<file path="src/design/tsr_pkg.sv">
// ----------------------------------------------------------------------------
// tsr_pkg
// Shared types and constants of the triangle scanline rasterizer.
// ----------------------------------------------------------------------------
package tsr_pkg;

  // width of the pixel coordinate result fields
  localparam int unsigned PIX_W = 12;

  // request codes
  localparam logic ACT_START = 1'b0;
  localparam logic ACT_NEXT  = 1'b1;

  typedef enum logic [2:0] {
    ST_IDLE,
    ST_CHECK,
    ST_ROW,
    ST_MUL,
    ST_DIVGO,
    ST_DIV,
    ST_FIX,
    ST_FIN
  } back_state_e;

endpackage

</file>
<file path="src/design/triangle_scanline_rasterizer_unit.sv">
// a start request waits in the queue until the walker is back in its idle state
// a next request on the current row or after the walk has ended is answered from check or finish
// rows with sloped edges run mul, divgo and div per edge, then fix; flat edge rows go to fix
// empty rows repeat these steps; the serial divider sets the throughput
// reset: asynchronous, clears the queue, the walk state and the result register
// ----------------------------------------------------------------------------
// triangle_scanline_rasterizer_unit
// Top level: request queue in front, scanline walker with divider behind it.
// ----------------------------------------------------------------------------
module triangle_scanline_rasterizer_unit import tsr_pkg::*; #(
  parameter int unsigned COORD_FRAC_BITS = 4,
  parameter int unsigned COORD_WIDTH     = 16
) (
  input  logic                          clk_i,
  input  logic                          rst_ni,
  input  logic                          push,
  output logic                          full,
  input  logic                          action_i,
  input  logic signed [COORD_WIDTH-1:0] first_x_i,
  input  logic signed [COORD_WIDTH-1:0] first_y_i,
  input  logic signed [COORD_WIDTH-1:0] second_x_i,
  input  logic signed [COORD_WIDTH-1:0] second_y_i,
  input  logic signed [COORD_WIDTH-1:0] third_x_i,
  input  logic signed [COORD_WIDTH-1:0] third_y_i,
  output logic                          empty,
  input  logic                          pop,
  output logic signed [PIX_W-1:0]       pixel_x_o,
  output logic signed [PIX_W-1:0]       pixel_y_o,
  output logic                          finished_o
);

  logic [6*COORD_WIDTH-1:0] vert, req_vert;
  logic                     req_valid, req_start, req_pop;

  assign vert = {third_y_i, third_x_i, second_y_i, second_x_i, first_y_i, first_x_i};

  tsr_front #(.CW(COORD_WIDTH)) u_front (
    .clk_i       (clk_i),
    .rst_ni      (rst_ni),
    .push        (push),
    .full        (full),
    .action_i    (action_i),
    .vert_i      (vert),
    .req_valid_o (req_valid),
    .req_start_o (req_start),
    .req_vert_o  (req_vert),
    .req_pop_i   (req_pop)
  );

  tsr_back #(.CW(COORD_WIDTH), .F(COORD_FRAC_BITS)) u_back (
    .clk_i       (clk_i),
    .rst_ni      (rst_ni),
    .req_valid_i (req_valid),
    .req_start_i (req_start),
    .req_vert_i  (req_vert),
    .req_pop_o   (req_pop),
    .empty       (empty),
    .pop         (pop),
    .pixel_x_o   (pixel_x_o),
    .pixel_y_o   (pixel_y_o),
    .finished_o  (finished_o)
  );

endmodule

</file>
<file path="src/design/tsr_front.sv">
// ----------------------------------------------------------------------------
// tsr_front
// Input side: takes requests into a two-entry queue and tags them as start
// or next for the walker.
// ----------------------------------------------------------------------------
module tsr_front import tsr_pkg::*; #(
  parameter int unsigned CW = 16
) (
  input  logic              clk_i,
  input  logic              rst_ni,
  input  logic              push,
  output logic              full,
  input  logic              action_i,
  input  logic [6*CW-1:0]   vert_i,
  output logic              req_valid_o,
  output logic              req_start_o,
  output logic [6*CW-1:0]   req_vert_o,
  input  logic              req_pop_i
);

  logic              act_q  [2];
  logic [6*CW-1:0]   vert_q [2];
  logic              wptr_q, rptr_q;
  logic [1:0]        cnt_q;
  logic              do_push, do_pop;

  assign full        = (cnt_q == 2'd2);
  assign do_push     = push && !full;
  assign req_valid_o = (cnt_q != 2'd0);
  assign do_pop      = req_pop_i && req_valid_o;
  assign req_start_o = (act_q[rptr_q] == ACT_START);
  assign req_vert_o  = vert_q[rptr_q];

  always_ff @(posedge clk_i) begin
    if (do_push) begin
      act_q[wptr_q]  <= action_i;
      vert_q[wptr_q] <= vert_i;
    end
  end

  always_ff @(posedge clk_i or negedge rst_ni) begin
    if (!rst_ni) begin
      wptr_q <= 1'b0;
      rptr_q <= 1'b0;
      cnt_q  <= 2'd0;
    end else begin
      if (do_push) wptr_q <= ~wptr_q;
      if (do_pop)  rptr_q <= ~rptr_q;
      cnt_q <= cnt_q + 2'(do_push) - 2'(do_pop);
    end
  end

endmodule

</file>
<file path="src/design/tsr_div.sv">
// ----------------------------------------------------------------------------
// tsr_div
// Serial floor divider: signed numerator by positive denominator, one
// quotient bit per cycle.
// ----------------------------------------------------------------------------
module tsr_div #(
  parameter int unsigned NW = 34,
  parameter int unsigned DW = 17
) (
  input  logic                 clk_i,
  input  logic                 rst_ni,
  input  logic                 start_i,
  input  logic signed [NW-1:0] num_i,
  input  logic        [DW-1:0] den_i,
  output logic                 done_o,
  output logic signed [NW-1:0] quo_o
);

  localparam int unsigned CNT_W = $clog2(NW + 1);

  logic             busy_q;
  logic [CNT_W-1:0] cnt_q;
  logic             neg_q;
  logic [NW-1:0]    mag_q;
  logic [DW-1:0]    rem_q, den_q;
  logic [DW:0]      rem_sh;
  logic             fit;

  assign rem_sh = {rem_q, mag_q[NW-1]};
  assign fit    = (rem_sh >= {1'b0, den_q});
  assign done_o = busy_q && (cnt_q == '0);
  // round toward minus infinity for a negative numerator
  assign quo_o  = neg_q ? signed'(-mag_q - NW'(rem_q != '0)) : signed'(mag_q);

  always_ff @(posedge clk_i) begin
    if (start_i) begin
      neg_q <= num_i[NW-1];
      mag_q <= num_i[NW-1] ? NW'(-num_i) : NW'(num_i);
      rem_q <= '0;
      den_q <= den_i;
    end else if (busy_q && cnt_q != '0) begin
      mag_q <= {mag_q[NW-2:0], fit};
      rem_q <= fit ? DW'(rem_sh - {1'b0, den_q}) : DW'(rem_sh);
    end
  end

  always_ff @(posedge clk_i or negedge rst_ni) begin
    if (!rst_ni) begin
      busy_q <= 1'b0;
      cnt_q  <= '0;
    end else if (start_i) begin
      busy_q <= 1'b1;
      cnt_q  <= CNT_W'(NW);
    end else if (busy_q) begin
      if (cnt_q == '0) busy_q <= 1'b0;
      else             cnt_q  <= cnt_q - 1'b1;
    end
  end

endmodule

</file>
<file path="src/design/tsr_back.sv">
// ----------------------------------------------------------------------------
// tsr_back
// Walker: sorts vertices on start, steps columns and rows, interpolates the
// row crossings with a multiplier and the serial divider, holds the result.
// ----------------------------------------------------------------------------
module tsr_back import tsr_pkg::*; #(
  parameter int unsigned CW = 16,
  parameter int unsigned F  = 4
) (
  input  logic                    clk_i,
  input  logic                    rst_ni,
  input  logic                    req_valid_i,
  input  logic                    req_start_i,
  input  logic [6*CW-1:0]         req_vert_i,
  output logic                    req_pop_o,
  output logic                    empty,
  input  logic                    pop,
  output logic signed [PIX_W-1:0] pixel_x_o,
  output logic signed [PIX_W-1:0] pixel_y_o,
  output logic                    finished_o
);

  localparam int unsigned EW = CW + 1;
  localparam int unsigned RW = CW - F + 2;
  localparam int unsigned PW = 2 * EW;
  localparam int unsigned MW = (RW > PIX_W) ? RW : PIX_W;
  localparam logic signed [CW:0] ONE_M1 = (CW+1)'((1 << F) - 1);

  back_state_e state_q, state_d;

  logic signed [CW-1:0] v_q [6];
  logic signed [CW-1:0] v_d [6];
  logic signed [RW-1:0] row_q, row_d, col_q, col_d;
  logic signed [CW-1:0] left_q, left_d, right_q, right_d, base_q, base_d;
  logic                 done_q, done_d, pass_q, pass_d;
  logic signed [EW-1:0] opa_q, opa_d, dd_q, dd_d, alt_q, alt_d;
  logic        [EW-1:0] dy_q, dy_d, alt_dy_q, alt_dy_d;
  logic signed [PW-1:0] prod_q;
  logic                 out_valid_q, out_valid_d, out_fin_q, out_fin_d;
  logic signed [RW-1:0] out_x_q, out_x_d, out_y_q, out_y_d;

  logic signed [CW-1:0] rv [6];
  logic signed [CW-1:0] s1 [6];
  logic signed [CW-1:0] s2 [6];
  logic signed [CW-1:0] s3 [6];
  logic signed [CW:0]   ysum, lsum;
  logic signed [RW-1:0] row0, col_ceil;
  logic signed [CW+1:0] ry, colsh;
  logic signed [CW+2:0] d_up, d_dn;
  logic signed [CW-1:0] lo, hi;
  logic signed [EW-1:0] quo_t, sum_t;
  logic                 out_free, div_start, div_done;
  logic signed [PW-1:0] div_quo;
  logic signed [MW-1:0] ox_ext, oy_ext;

  // compare-and-swap sort by y: 1-2, 1-3, 2-3
  always_comb begin
    for (int i = 0; i < 6; i++) rv[i] = signed'(req_vert_i[i*CW +: CW]);
    s1 = rv;
    if (rv[1] > rv[3]) begin
      s1[0] = rv[2]; s1[1] = rv[3]; s1[2] = rv[0]; s1[3] = rv[1];
    end
    s2 = s1;
    if (s1[1] > s1[5]) begin
      s2[0] = s1[4]; s2[1] = s1[5]; s2[4] = s1[0]; s2[5] = s1[1];
    end
    s3 = s2;
    if (s2[3] > s2[5]) begin
      s3[2] = s2[4]; s3[3] = s2[5]; s3[4] = s2[2]; s3[5] = s2[3];
    end
  end

  assign ysum     = (CW+1)'(s3[1]) + ONE_M1;
  assign row0     = RW'(ysum >>> F) - RW'(1);
  assign ry       = (CW+2)'(row_q) <<< F;
  assign colsh    = (CW+2)'(col_q) <<< F;
  assign d_up     = (CW+3)'(ry) - (CW+3)'(v_q[1]);
  assign d_dn     = (CW+3)'(v_q[5]) - (CW+3)'(ry);
  assign lo       = (left_q > right_q) ? right_q : left_q;
  assign hi       = (left_q > right_q) ? left_q : right_q;
  assign lsum     = (CW+1)'(lo) + ONE_M1;
  assign col_ceil = RW'(lsum >>> F);
  assign quo_t    = EW'(div_quo);
  assign sum_t    = EW'(base_q) + quo_t;
  assign out_free = !out_valid_q || pop;

  tsr_div #(.NW(PW), .DW(EW)) u_div (
    .clk_i   (clk_i),
    .rst_ni  (rst_ni),
    .start_i (div_start),
    .num_i   (prod_q),
    .den_i   (dy_q),
    .done_o  (div_done),
    .quo_o   (div_quo)
  );

  // next state
  always_comb begin
    state_d = state_q;
    unique case (state_q)
      ST_IDLE: begin
        if (req_valid_i && !req_start_i) state_d = done_q ? ST_FIN : ST_CHECK;
      end
      ST_CHECK: begin
        if (colsh <= right_q) begin
          if (out_free) state_d = ST_IDLE;
        end else begin
          state_d = ST_ROW;
        end
      end
      ST_ROW: begin
        if (ry <= v_q[3]) state_d = (v_q[3] == v_q[1]) ? ST_FIX : ST_MUL;
        else if (ry > v_q[5]) state_d = ST_FIN;
        else state_d = (v_q[3] == v_q[5]) ? ST_FIX : ST_MUL;
      end
      ST_MUL:   state_d = ST_DIVGO;
      ST_DIVGO: state_d = ST_DIV;
      ST_DIV: begin
        if (div_done) state_d = pass_q ? ST_FIX : ST_MUL;
      end
      ST_FIX:   state_d = ST_CHECK;
      ST_FIN: begin
        if (out_free) state_d = ST_IDLE;
      end
      default:  state_d = ST_IDLE;
    endcase
  end

  // datapath and outputs
  always_comb begin
    v_d         = v_q;
    row_d       = row_q;
    col_d       = col_q;
    left_d      = left_q;
    right_d     = right_q;
    base_d      = base_q;
    done_d      = done_q;
    pass_d      = pass_q;
    opa_d       = opa_q;
    dd_d        = dd_q;
    alt_d       = alt_q;
    dy_d        = dy_q;
    alt_dy_d    = alt_dy_q;
    out_valid_d = out_valid_q && !pop;
    out_fin_d   = out_fin_q;
    out_x_d     = out_x_q;
    out_y_d     = out_y_q;
    req_pop_o   = 1'b0;
    div_start   = 1'b0;
    unique case (state_q)
      ST_IDLE: begin
        if (req_valid_i) begin
          req_pop_o = 1'b1;
          if (req_start_i) begin
            v_d     = s3;
            row_d   = row0;
            col_d   = RW'(1);
            left_d  = '0;
            right_d = '0;
            done_d  = 1'b0;
          end else if (!done_q) begin
            col_d = col_q + RW'(1);
          end
        end
      end
      ST_CHECK: begin
        if (colsh <= right_q) begin
          if (out_free) begin
            out_valid_d = 1'b1;
            out_fin_d   = 1'b0;
            out_x_d     = col_q;
            out_y_d     = row_q;
          end
        end else begin
          row_d = row_q + RW'(1);
        end
      end
      ST_ROW: begin
        pass_d = 1'b0;
        if (ry <= v_q[3]) begin
          if (v_q[3] == v_q[1]) begin
            left_d  = v_q[0];
            right_d = v_q[2];
          end else begin
            base_d   = v_q[0];
            dd_d     = EW'(d_up);
            opa_d    = EW'(v_q[2]) - EW'(v_q[0]);
            dy_d     = EW'(v_q[3]) - EW'(v_q[1]);
            alt_d    = EW'(v_q[4]) - EW'(v_q[0]);
            alt_dy_d = EW'(v_q[5]) - EW'(v_q[1]);
          end
        end else if (ry > v_q[5]) begin
          done_d = 1'b1;
        end else if (v_q[3] == v_q[5]) begin
          left_d  = v_q[2];
          right_d = v_q[4];
        end else begin
          base_d   = v_q[4];
          dd_d     = EW'(d_dn);
          opa_d    = EW'(v_q[2]) - EW'(v_q[4]);
          dy_d     = EW'(v_q[5]) - EW'(v_q[3]);
          alt_d    = EW'(v_q[0]) - EW'(v_q[4]);
          alt_dy_d = EW'(v_q[5]) - EW'(v_q[1]);
        end
      end
      ST_MUL: ;
      ST_DIVGO: div_start = 1'b1;
      ST_DIV: begin
        if (div_done) begin
          if (pass_q) begin
            right_d = CW'(sum_t);
          end else begin
            left_d = CW'(sum_t);
            opa_d  = alt_q;
            dy_d   = alt_dy_q;
            pass_d = 1'b1;
          end
        end
      end
      ST_FIX: begin
        left_d  = lo;
        right_d = hi;
        col_d   = col_ceil;
      end
      ST_FIN: begin
        if (out_free) begin
          out_valid_d = 1'b1;
          out_fin_d   = 1'b1;
          out_x_d     = '0;
          out_y_d     = '0;
        end
      end
      default: ;
    endcase
  end

  always_ff @(posedge clk_i) begin
    prod_q <= opa_q * dd_q;
  end

  always_ff @(posedge clk_i or negedge rst_ni) begin
    if (!rst_ni) begin
      state_q     <= ST_IDLE;
      for (int i = 0; i < 6; i++) v_q[i] <= '0;
      row_q       <= '0;
      col_q       <= RW'(1);
      left_q      <= '0;
      right_q     <= '0;
      base_q      <= '0;
      done_q      <= 1'b0;
      pass_q      <= 1'b0;
      opa_q       <= '0;
      dd_q        <= '0;
      alt_q       <= '0;
      dy_q        <= '0;
      alt_dy_q    <= '0;
      out_valid_q <= 1'b0;
      out_fin_q   <= 1'b0;
      out_x_q     <= '0;
      out_y_q     <= '0;
    end else begin
      state_q     <= state_d;
      v_q         <= v_d;
      row_q       <= row_d;
      col_q       <= col_d;
      left_q      <= left_d;
      right_q     <= right_d;
      base_q      <= base_d;
      done_q      <= done_d;
      pass_q      <= pass_d;
      opa_q       <= opa_d;
      dd_q        <= dd_d;
      alt_q       <= alt_d;
      dy_q        <= dy_d;
      alt_dy_q    <= alt_dy_d;
      out_valid_q <= out_valid_d;
      out_fin_q   <= out_fin_d;
      out_x_q     <= out_x_d;
      out_y_q     <= out_y_d;
    end
  end

  assign ox_ext     = MW'(out_x_q);
  assign oy_ext     = MW'(out_y_q);
  assign empty      = !out_valid_q;
  assign pixel_x_o  = ox_ext[PIX_W-1:0];
  assign pixel_y_o  = oy_ext[PIX_W-1:0];
  assign finished_o = out_fin_q;

endmodule

</file>
<file path="config.mk">
export PLATFORM = sky130hd
export DESIGN_NAME = triangle_scanline_rasterizer_unit
export DESIGN_NICKNAME = d
export VERILOG_FILES = /design/src/design/tsr_pkg.sv /design/src/design/triangle_scanline_rasterizer_unit.sv /design/src/design/tsr_front.sv /design/src/design/tsr_div.sv /design/src/design/tsr_back.sv
export SDC_FILE = /design/constraint.sdc
export NUM_CORES = 2
export LEC_CHECK = 0
export BUFFER_PORTS_ARGS = -buffer_cell sky130_fd_sc_hd__buf_2
export CORE_MARGIN = 5
export CORE_UTILIZATION = 65
export CTS_CLUSTER_SIZE = 10
export DETAILED_ROUTE_END_ITERATION = 16
export MAX_ROUTING_LAYER = met4
export PLACE_DENSITY = 0.83
export SETUP_SLACK_MARGIN = 0.4
export SYNTH_ARGS = -nofsm -noshare
export SYNTH_HDL_FRONTEND = slang
export SYNTH_HIERARCHICAL = 1
export SYNTH_SLANG_ARGS = --single-unit
export TNS_END_PERCENT = 10
</file>
<file path="constraint.sdc">
create_clock -name clk_i -period 19.35 [get_ports clk_i]
set_input_delay 0.9675 -clock clk_i [delete_from_list [all_inputs] [get_ports clk_i]]
set_output_delay 0.9675 -clock clk_i [all_outputs]
set_load 0.05 [all_outputs]
</file>
==> flow_summary.toml <==
[hold_path]
hold_class = "input pin to async pin"

[logic_synthesis]
ys_warn_count = 6
synth_nets = 5889
synth_area_per_cell_sq_um = 9.32
synthCells = 5114
synthesis.area_sq_um = 47700

[worst_setup_path]
max_stage_delay_ps = 1020
critPathArrivalTime_ps = 11650
end_kind = "register"
worstSetupPathType = "register to register"
worst-path-buf-inv = 4
critPathMaxFanout = 79
start_kind = "register"
crit_family = "compound AO/OA/AOI/OAI gates"
cp_data_required_time_ps = 19850
cp_slowest_cell = "mux2_2"

[placement]
dp_hpwl_microns = 95600
gp_congestion = 1.00
place_area_sq_um = 48900
portBuffers = 127
place_ws_ps = 8420

[detailed_routing]
viasPerCell = 6.23
routedWlPerCell_microns = 20.8
route.detailed.drc = 0
totalWireLength_microns = 128000
num_vias = 38200
ant_nets = 0
first_pass_iters = 7
drtIter0Drc = 3771

[sta]
layout_setup_ws_ps = 8190
fmax_mhz = 89.6
clock_skew_ps = 45.0
slew_viol_final = 0
tightest_slew_ps = 1230
tns_ps = 0
fin_crit_sh = 0.577
hold_violations = 0
slew_headroom = 0.174
setup_viol = 0
rsz0062_at_grt = "false"
period_minus_slack_ps = 11160

[die]
start_util = 0.654
die_height_microns = 281
boundaryPins = 128
dieArea_sq_um = 78900
core_sq_um = 72800
die_x_microns = 281
fp-row-count = 99

[clocking]
cts_buffers = 72
cts_num_sinks = 596
cts-root-buf = "clkbuf_16"
cts_resized = 0
clkTransAtPathRegs_ps = 60
postCtsHoldBufs = 0
clk_latency_ps = 650
htreeDepth = 3
clock_path_buffers = 3
cts_setup_buffers = 0
cts_tree = "done"

[final_layout]
syn2layout_area_growth_pct = 7.13
fin_area_sq_um = 51100
nets = 5891
fillCellCount = 5426
drive_gt1_frac = 0.0809
fin_util = 0.701

[global_route]
grt_max_degree = 106
grt_pass1_wl_microns = 203000
grt-ovfl-total = 0
antenna_found_initial = 1
grt_pass1_vias = 37800
grtUsageTotal = 0.330

[status]
outcome = "finished, final reports clean"

[job]
max_cap_violations = 0
==> placed cells by master (no fill, tap or decap), drive strengths merged, types with 57 or more instances in the layout <==
cell type and instances:
mux2i 57, xnor2 116, ha 369, dfrtp 298, inv 534, o21ai 401
buf 166, fa 305, a21o 78, mux2 113, clkbuf 114, and2 136
nand2 603, xor2 95, a211oi 60, nand3 83, a21oi 339, nor2 329
edfxtp 246
==> worst register-to-register path: cells and delay by family (launching register included) <==
| kind | cells | cell delay (ps) |
|---|---|---|
| AOI/OAI and AO/OA | 11 | 2600 |
| adders and majority gates | 3 | 920 |
| buffers and inverters | 4 | 2130 |
| DFF | 1 | 740 |
| muxes | 4 | 2380 |
| and+or+nand+nor | 9 | 2250 |
==> metrics by stage <==
step	hold slack, ps	std cells
floorplan	421	5114
global placement	430	6001
detailed placement	431	6001
CTS	409	6127
global route	443	6127
finish	387	6128
==> path summary, 6_finish.rpt <==
kind,from,end,slack [ps],cells past startpoint
min in group clk_i,u_back/dy_q[15],u_back/u_div/den_q[15],450,0
max in group asynchronous,rst_ni,u_back/v_q[83],16960,3
setup / recovery,u_front/rptr_q,u_back/v_q[30],8190,31
setup reg to reg,u_front/rptr_q,u_back/v_q[30],8190,31
hold reg to reg,u_back/dy_q[15],u_back/u_div/den_q[15],450,0
hold / removal,rst_ni,u_back/opa_q[7],390,1
==> cell type report <==
cell class | count | area (sq um) | area share
Multi-Input combinational cell | 3750 | 28800 | 0.565
Sequential cell | 596 | 15900 | 0.311
Clock buffer | 114 | 1990 | 0.0390
Inverter | 530 | 1990 | 0.0390
Tap cell | 959 | 1200 | 0.0235
Timing Repair Buffer | 166 | 938 | 0.0184
Clock inverter | 12 | 213 | 0.00417
Antenna cell | 1 | 2.50 | 0.0000490
==> flip-flops by register name, summed over array words and instances (netlist names), 12 cells and up <==
register / cells
u_back/u_div/mag_q: 34
u_back/u_div/rem_q: 17
u_back/prod_q: 34
u_back/left_q: 16
u_back/out_x_q: 12
u_front/vert_q: 192
u_back/u_div/den_q: 17
u_back/row_q: 14
u_back/opa_q: 17
u_back/col_q: 14
u_back/out_y_q: 12
u_back/dy_q: 17
u_back/alt_q: 17
u_back/alt_dy_q: 17
u_back/v_q: 96
u_back/base_q: 16
u_back/right_q: 16
u_back/dd_q: 17
==> metal layers <==
| layer | GRT usage | wire length (microns) | vias up |
|---|---|---|---|
| met5 | - | 0 | - |
| met4 | 0.121 | 5290 | 0 |
| met3 | 0.0528 | 10800 | 345 |
| met2 | 0.520 | 60300 | 1771 |
| met1 | 0.438 | 51300 | 18400 |
| li1 | - | - | 17600 |
Power is left out: the tool's default activity adds up to more than one toggle a clock period on the data nets, which glitch-free logic cannot reach.
